**config.mk**
```make
export PLATFORM = sky130hd
export DESIGN_NAME = usf_ctrl
export DESIGN_NICKNAME = d
export VERILOG_FILES = /design/src/rtl/core/usf_pkg.sv /design/src/rtl/core/usf_ctrl.sv
export SDC_FILE = /design/constraint.sdc
export NUM_CORES = 1
export LEC_CHECK = 0
export BUFFER_PORTS_ARGS = -buffer_cell sky130_fd_sc_hd__buf_2
export CORE_AREA = 5 5 42 44
export DETAILED_ROUTE_END_ITERATION = 10
export DIE_AREA = 0 0 47 49
export RECOVER_POWER = 50
export SLEW_MARGIN = 20
export SYNTH_ARGS = -nofsm -noshare
export SYNTH_HDL_FRONTEND = slang
export SYNTH_SLANG_ARGS = --single-unit
```
**constraint.sdc**
```tcl
create_clock -name clk -period 1.9 [get_ports clk]
set_clock_uncertainty 0.05 [all_clocks]
set_input_delay 0.095 -clock clk [delete_from_list [all_inputs] [get_ports clk]]
set_output_delay 0.095 -clock clk [all_outputs]
set_load 0.01 [all_outputs]
```
**src/rtl/core/usf_pkg.sv**
```systemverilog
// shared types and constants for the uart store-and-forward buffer
`default_nettype none
package usf_pkg;

  // buffer geometry
  localparam int DEPTH   = 8192;
  localparam int ADDR_W  = $clog2(DEPTH);
  localparam int FILL_W  = $clog2(DEPTH + 1);
  localparam int COUNT_W = 14;
  localparam int LIMIT_W = 4;

  // debounce limit after reset
  localparam logic [LIMIT_W-1:0] DEBOUNCE_RESET = 4'd3;

  // request codes
  typedef enum logic [1:0] {
    REQ_RX   = 2'd0,
    REQ_SLOT = 2'd1,
    REQ_TICK = 2'd2,
    REQ_NONE = 2'd3
  } req_t;

  // commands from controller to datapath
  typedef struct packed {
    logic push;     // store received byte
    logic drop;     // buffer full, mark overflow
    logic pop;      // send one byte
    logic tick;     // debounce sample
    logic done;     // request taken, capture tx_valid
  } usf_cmd_t;

  // status from datapath to controller
  typedef struct packed {
    logic full;
    logic empty;
    logic armed;    // button pressed or session running
  } usf_stat_t;

endpackage
`default_nettype wire

```
**src/rtl/core/usf_ctrl.sv**
```systemverilog
// controller: request handshake and command decode
`default_nettype none
module usf_ctrl (
  input  wire logic             clk,
  input  wire logic             rst_n,
  input  wire logic             in_valid,
  output logic                  in_stall,
  input  wire logic [1:0]       in_req_type,
  output logic                  out_valid,
  input  wire logic             out_stall,
  input  wire usf_pkg::usf_stat_t stat,
  output usf_pkg::usf_cmd_t     cmd
);

  typedef enum logic [1:0] {
    ST_IDLE = 2'b01,
    ST_OUT  = 2'b10
  } state_t;

  state_t state_r, state_nxt;
  logic   take;
  usf_pkg::req_t req;

  assign in_stall  = (state_r != ST_IDLE);
  assign out_valid = (state_r == ST_OUT);
  assign take      = in_valid && (state_r == ST_IDLE);
  assign req       = usf_pkg::req_t'(in_req_type);

  // command decode for an accepted request
  always_comb begin
    cmd = '0;
    cmd.done = take;
    if (take) begin
      case (req)
        usf_pkg::REQ_RX: begin
          cmd.push = !stat.full;
          cmd.drop = stat.full;
        end
        usf_pkg::REQ_SLOT: begin
          cmd.pop = !stat.empty && stat.armed;
        end
        usf_pkg::REQ_TICK: begin
          cmd.tick = 1'b1;
        end
        default: begin
        end
      endcase
    end
  end

  // next state
  always_comb begin
    state_nxt = state_r;
    case (state_r)
      ST_IDLE: begin
        if (take) state_nxt = ST_OUT;
      end
      ST_OUT: begin
        if (!out_stall) state_nxt = ST_IDLE;
      end
      default: state_nxt = ST_IDLE;
    endcase
  end

  always_ff @(posedge clk) begin
    if (!rst_n) begin
      state_r <= ST_IDLE;
    end else begin
      state_r <= state_nxt;
    end
  end

endmodule
`default_nettype wire

```
* Yosys cells after proc, flatten, opt, wreduce, memory -nomap -nowiden
Index checks and enable logic that the tools add are counted.
Word-level totals: flip-flop bits (word level) 2, input port bits 9, output and inout port bits 7, logic and storage cells 21
Cells by class: equality and inequality tests 7, muxes and demuxes 7, reduce and logical (&&, ||, !) cells 6
Operators with widths (count):
- $mux 2 | 3
- $eq 2x1->1 const B | 2
- $eq 2x2->1 const B | 2
- $mux 4 | 1
- $ne 2x2->1 const B | 2
- $pmux 2 s2 | 1
- $logic_and 1x1->1 | 2
- $logic_not 1->1 | 2
- $logic_not 2->1 | 1
- $mux 1 | 2
- $ne 2x1->1 const B | 1
- $reduce_and 2->1 | 1

* Longest topological paths before layout
Gate-level depths: netlist of the first run.
depth after elaboration 4, gate-level depth with buffers 3, depth with buffers taken out 3

* Least setup slack after synthesis of the first run
Ideal clock, no wire load.
path type flip-flop to output port, start register state_r[0], end output port cmd[4] in the netlist's numbering, arrival time 0.845 ns, data required time 1.755 ns, path slack 0.910 ns, cell stages (with the launch flop) 3, path buffers 0, cells stage by stage dfxtp_1 > nand3b_4 > nor4_1
RTL lines:
- from (decl) | RTL line usf_ctrl.sv:20 | state_t state_r, state_nxt;
- from (signal assigned) | RTL line usf_ctrl.sv:69 | state_r <= state_nxt;
- to (decl) | RTL line usf_ctrl.sv:12 | output usf_pkg::usf_cmd_t cmd

==> results of run 1 <==
worst max path at each step:
stage / cells after the start / slack [ns] / end
finish: 3 / 0.49 / cmd[3]
global route: 3 / 0.42 / cmd[3]
detailed placement: 3 / 0.82 / cmd[3]
CTS: 3 / 0.57 / cmd[3]
global placement: 3 / 0.82 / cmd[3]
floorplan: 2 / 0.91 / cmd[4]
layout by cell type (no fill, tap or decap):
cell / n
buf_2: 13
clkbuf_4: 3
clkbuf_1: 2
dfxtp_1: 2
or2b_1: 1
nand3b_1: 1
inv_1: 1
nor4b_2: 1
nand2_1: 1
nor4_2: 1
nor3b_1: 1
and2b_2: 1
nor4_1: 1
and3b_1: 1
o21a_1: 1
o21ai_1: 1
dlygate4sd3_1: 1
per-layer routing:
metal  up-vias  routed length, um  GRT usage (%)
li1         91                  -              -
met1        71                146           2.84
met2        12                190           4.07
met3         2                 90           3.69
met4         0                 23           8.29
met5         -                  0              0
critical path, stage by stage, from the launching register on:
cell      delay [ns]
dfxtp_1         0.31
nand3b_1        0.27
nor4b_2         0.30
buf_2           0.17
area by class of cell:
class                      count  area, um^2  area share (%)
sequential                     2        40.0            15.5
tap                           16        20.0            7.73
clock buffer                   3        22.5            8.70
multi-input combinational     11        90.1            34.8
inverter                       1        3.75            1.45
timing repair buffer          16        82.6            31.9
where the power goes:
group / internal, uW / switching [uW] / leakage (uW)
Combinational: 18.0 / 17.6 / 0.000104
Sequential: 45.3 / 2.01 / 0.0000166
Clock: 69.7 / 24.2 / 0.0000138
Total: 133 / 43.8 / 0.000135
stage by stage:
step	hold WS, ns	cells	total power [uW]
after floorplan	0.125	15	70.3
after global placement	0.233	45	87.0
after detailed placement	0.241	45	87.7
after CTS	0.180	49	190
after global routing	0.199	49	190
final	0.187	49	177
cell families after synthesis:
logic type | after synthesis | synth area share (%)
AND/OR/NAND/NOR | 9 | 58.5
AO/OA/AOI/OAI | 2 | 8.13
flip-flops | 2 | 26.0
buffers and inverters | 2 | 7.32
==> impl_metrics.toml, run 1 <==
[status]
status = "completed"

[die]
pin_count = 16
die_w_um = 47
initial_core_util_pct = 11.0
rows = 14
core-area_um2 = 1400
die_h_um = 49
die_area_um2 = 2300

[clock_tree]
numCtsBuffers = 3
cts.repair.resized = 0
clock-sinks = 2
insertion_delay_ns = 0.22
cts_buffer_depth = 2
ctsHtreeMaxLevel = 1
ctsHoldBuffers = 1
post_cts_buffers = 0
cts_tree = "done"
clk_pin_slew_ns = 0.03
cts_root_buf = "clkbuf_4"

[critical_path]
reg2reg_to = "state_r[1]"
critPathCaptureType = "output pin"
reg2reg_slack_ns = 0.86
worst_ep_required_time_ns = 1.75
critPathMaxFanout = 5
r2r-start = "state_r[1]"
cp.arrival_ns = 1.27
crit_start = "state_r[1]"
cp-start-kind = "register"
reg2reg_depth = 3
crit_type = "reg2out"

[sta]
maxSlewHeadroom_pct = 84.0
fin_setup_tns_ns = 0
min_period_over_period_pct = 74.4
timing.final.ws_setup_ns = 0.486
rsz0062_at_grt = "no"
setup_viol = 0
final_hold_viol_count = 0
drv_slew = 0
worst_pin_slew_ns = 0.239
max_freq_ghz = 0.707
fin_crit_ns = 1.41

[power]
leakagePower_uw = 0.000135
p_per_area_nw_per_um2 = 683
ir_worst_vdd_mv = 0.160

[placement]
pre_cts_ws_ns = 0.817
gp_congestion = 0.561
io_buffers = 15
place_area_um2 = 241

[final_layout]
drive_gt1_share_pct = 57.6
num_antenna_cells = 0
largest-register = "state_r"
fin_nets = 44
largest_reg_flops = 2
num-fill-cells = 167
final_area_um2 = 259
area_growth_pct = 68.3
top_regs = "state_r x2"
fin_util_pct = 18.5

[synthesis]
ys.warnings.count = 0
yosys_most_used_dff = "dfxtp_1"
syn_area_um2 = 154
syn_avg_cell_area_um2 = 10.3
ys_seq_area_share_pct = 26.0
ys_top_cells_by_area = "dfxtp_1, nand3b_4, nor4b_2, nor4_2, and2b_2"
synth_cells = 15
synth_top_area_share_pct = 26.0
async_reset_ff_share_pct = 0
synth-seq-cells = 2
synth-edff-count = 0
synth_nets = 24
yosysTopAreaCell = "dfxtp_1"
ys_types = 14
yosysMostFrequentCell = "dfxtp_1"

[detailed_routing]
drt_first_pass_iters = 2
vias = 176
viasPerCell = 3.59
detail-route-antenna-nets = 0
wl_um = 450
wl_per_cell_um = 9.18
route.detailed.drc = 0
drt_iter0_markers = 2

[global_routing]
track_usage_pct = 4.15
grt_pass1_vias = 152
grt_max_degree = 6
gr-total-overflow = 0
antenna_found_initial = 0
grt_pass1_wl_um = 565

[hold_path]
hold_depth = 3
min-delay-start = "out_stall"
hold_class = "in2reg"
hold_end = "state_r[0]"

[run]
maxCapViolations = 0
Note: power is estimated with default switching activity, not from simulation.
==> run 2, diff against run 1 <==
--- a/config.mk
+++ b/config.mk
@@ -5,6 +5,7 @@
 export SDC_FILE = /design/constraint.sdc
 export NUM_CORES = 1
 export LEC_CHECK = 0
+export ABC_AREA = 1
 export BUFFER_PORTS_ARGS = -buffer_cell sky130_fd_sc_hd__buf_2
 export CORE_AREA = 5 5 42 44
 export DETAILED_ROUTE_END_ITERATION = 10
==> constraint.sdc (replaced) <==
create_clock -name clk -period 1.3 [get_ports clk]
set_clock_uncertainty 0.05 [all_clocks]
set_input_delay 0.065 -clock clk [delete_from_list [all_inputs] [get_ports clk]]
set_output_delay 0.065 -clock clk [all_outputs]
set_load 0.01 [all_outputs]
==> run 2 against run 1 <==
Net effect: non-clock buffer count unchanged; sequential power up 48%; via count up 14%; worst hold slack worse by 0.091 ns; sequential share of layout area down 1.2 points; global-route usage up 1.1 points; clock power up 43%; final area up 8.2%; area after synthesis up 5.7%; synthesized cell count up 60%; die area unchanged; first-iteration DRC count unchanged; critical path type unchanged; critical endpoint is now cmd[1]; largest cell class unchanged.
==> impl_metrics.toml, run 2 <==
[status]
status = "completed"

[clock_tree]
insertion_delay_ns = 0.22
ctsHtreeMaxLevel = 1
clk_pin_slew_ns = 0.03
cts.repair.resized = 0
cts_buffer_depth = 2
numCtsBuffers = 3
cts_root_buf = "clkbuf_4"
cts_tree = "done"
clock-sinks = 2

[final_layout]
num-fill-cells = 170
largest_reg_flops = 2
area_growth_pct = 72.3
largest-register = "state_r"
drive_gt1_share_pct = 47.6
fin_cells = 58
most-common-layout-cells = "buf_2, inv_1, nand2_1, nor2_1, clkbuf_4"
fin_nets = 53
final_common_cell = "buf_2"
num_antenna_cells = 0
top_regs = "state_r x2"

[global_routing]
grt_max_degree = 8
grt_pass1_vias = 212
antenna_found_initial = 0
gr-total-overflow = 0
grt_pass1_wl_um = 779
track_usage_pct = 5.20

[die]
die_area_um2 = 2300
die_w_um = 47
initial_core_util_pct = 11.6
rows = 14
pin_count = 16
die_h_um = 49
core-area_um2 = 1400

[sta]
drv_slew = 0
worst_pin_slew_ns = 0.185
min_period_over_period_pct = 88.8
final_hold_viol_count = 0
hold_ws_ns = 0.0959
setup_viol = 0
maxSlewHeadroom_pct = 87.6
fin_setup_tns_ns = 0
rsz0062_at_grt = "no"
max_freq_ghz = 0.866
fin_crit_ns = 1.15

[critical_path]
slowest_stage = "dfxtp_1"
cpPeakStageDelay_ns = 0.30
cp-start-kind = "register"
worst_ep_required_time_ns = 1.19
crit_buf_inv = 2
crit_family = "flip-flops"
worstPathCellList = "inv_1 > nand3_4 > nor3_2 > buf_2"
crit_type = "reg2out"
cp.arrival_ns = 1.04
critPathCaptureType = "output pin"
critPathMaxFanout = 7

[power]
p_int_uw = 194
leakagePower_uw = 0.000165
seqPwrFrac_pct = 26.6
clkPwrFrac_pct = 50.8
combPwrFrac_pct = 22.6
power_switching_share_pct = 26.5
ir_worst_vdd_mv = 0.180
p_per_area_nw_per_um2 = 942
p_switching_uw = 69.9

[detailed_routing]
drt_first_pass_iters = 3
viasPerCell = 3.45
drt_iter0_markers = 2
route.detailed.drc = 0
wl_um = 487
wl_per_cell_um = 8.40
detail-route-antenna-nets = 0
vias = 200

[synthesis]
synth_top_area_share_pct = 24.6
synth_common_cells = "inv_1, nand2_1, nor2_1"
syn_area_um2 = 163
yosys_most_used_dff = "dfxtp_1"
yosysMostFrequentCell = "inv_1"
ys_types = 10
ys_seq_area_share_pct = 24.6
synth-edff-count = 0
synth_nets = 33
synth-seq-cells = 2
synth_cells = 24
syn_avg_cell_area_um2 = 6.78
async_reset_ff_share_pct = 0
ys.warnings.count = 0
yosysTopAreaCell = "dfxtp_1"
ys_top_cells_by_area = "dfxtp_1, inv_1, nor3_2, nand3_4, nand2_1"

[placement]
dp_hpwl_um = 380
place_inst = 54
io_buffers = 15
gp_congestion = 0.632

[hold_path]
hold_class = "in2reg"

[run]
maxCapViolations = 0
## run 2: cell count changes after synthesis, moves of 2 or more
cell | previous run | this run
inv_1 | 0 | 7
nand2_1 | 1 | 4
nor2_1 | 0 | 3
nand3_1 | 0 | 2
nor3_2 | 0 | 2
## run 2: worst reg2reg max path, stage by stage (launching register included)
cell,delay [ns]
dfxtp_1,0.30
inv_1,0.12
nand3_4,0.13
nand2_1,0.10
nand2_1,0.04
## run 2: routing by layer
metal	up-vias	routed length, um	global-route usage, %
li1	110	-	-
met1	82	190	4.59
met2	8	250	7.01
met3	0	46	1.48
met4	0	0	8.29
met5	-	0	0
## run 2: worst paths after layout
kind                            startpoint         end  slack, ns  depth (start not counted)
worst max register to register  state_r[1]  state_r[0]       0.45                          4
worst min-delay path             out_stall  state_r[1]        0.1                          3
worst min register to register  state_r[1]  state_r[1]       0.46                          2
worst max-delay path            state_r[1]      cmd[1]       0.15                          4
## run 2: what timing repair did
item,4_1_cts,5_1_grt
endpoints found under the setup margin,0,0
hold endpoints to repair,1,0
hold buffers,1,0
setup buffers,0,0
## run 2: power by group through the flow
stage / combinational, uW / sequential (uW) / clock, uW
2_1_floorplan: 35.5 / 70.3 / 0
3_3_place_gp: 58.8 / 70.9 / 0
3_5_place_dp: 59.5 / 71.1 / 0
4_1_cts: 61.9 / 70.3 / 145
5_1_grt: 67.0 / 70.7 / 150
6_report: 59.7 / 70.2 / 134
## run 2: cell type report
class	instances	area [um^2]	share of cell area, %
clock buffers	3	22.5	8.04
inverters	7	26.3	9.37
repair buffers	16	82.6	29.5
flip-flops and latches	2	40.0	14.3
well taps	16	20.0	7.14
multi-input cells	14	88.8	31.7
## run 2: logic make-up after synthesis
kind of cell	synth area share [%]
DFF	24.6
AOI/OAI and AO/OA	5.39
and+or+nand+nor	49.2
buffers and inverters	20.8
## run 2: stage by stage
stage / util [%] / setup slack (ns) / cell area [um^2] / total power (uW)
after global routing: 20.0 / 0.0542 / 280 / 288
after detailed placement: 17.9 / 0.357 / 250 / 131
after global placement: 17.9 / 0.373 / 250 / 130
after CTS: 20.2 / 0.113 / 283 / 277
after floorplan: - / 0.478 / 163 / 106
final: 20.0 / 0.146 / 280 / 264
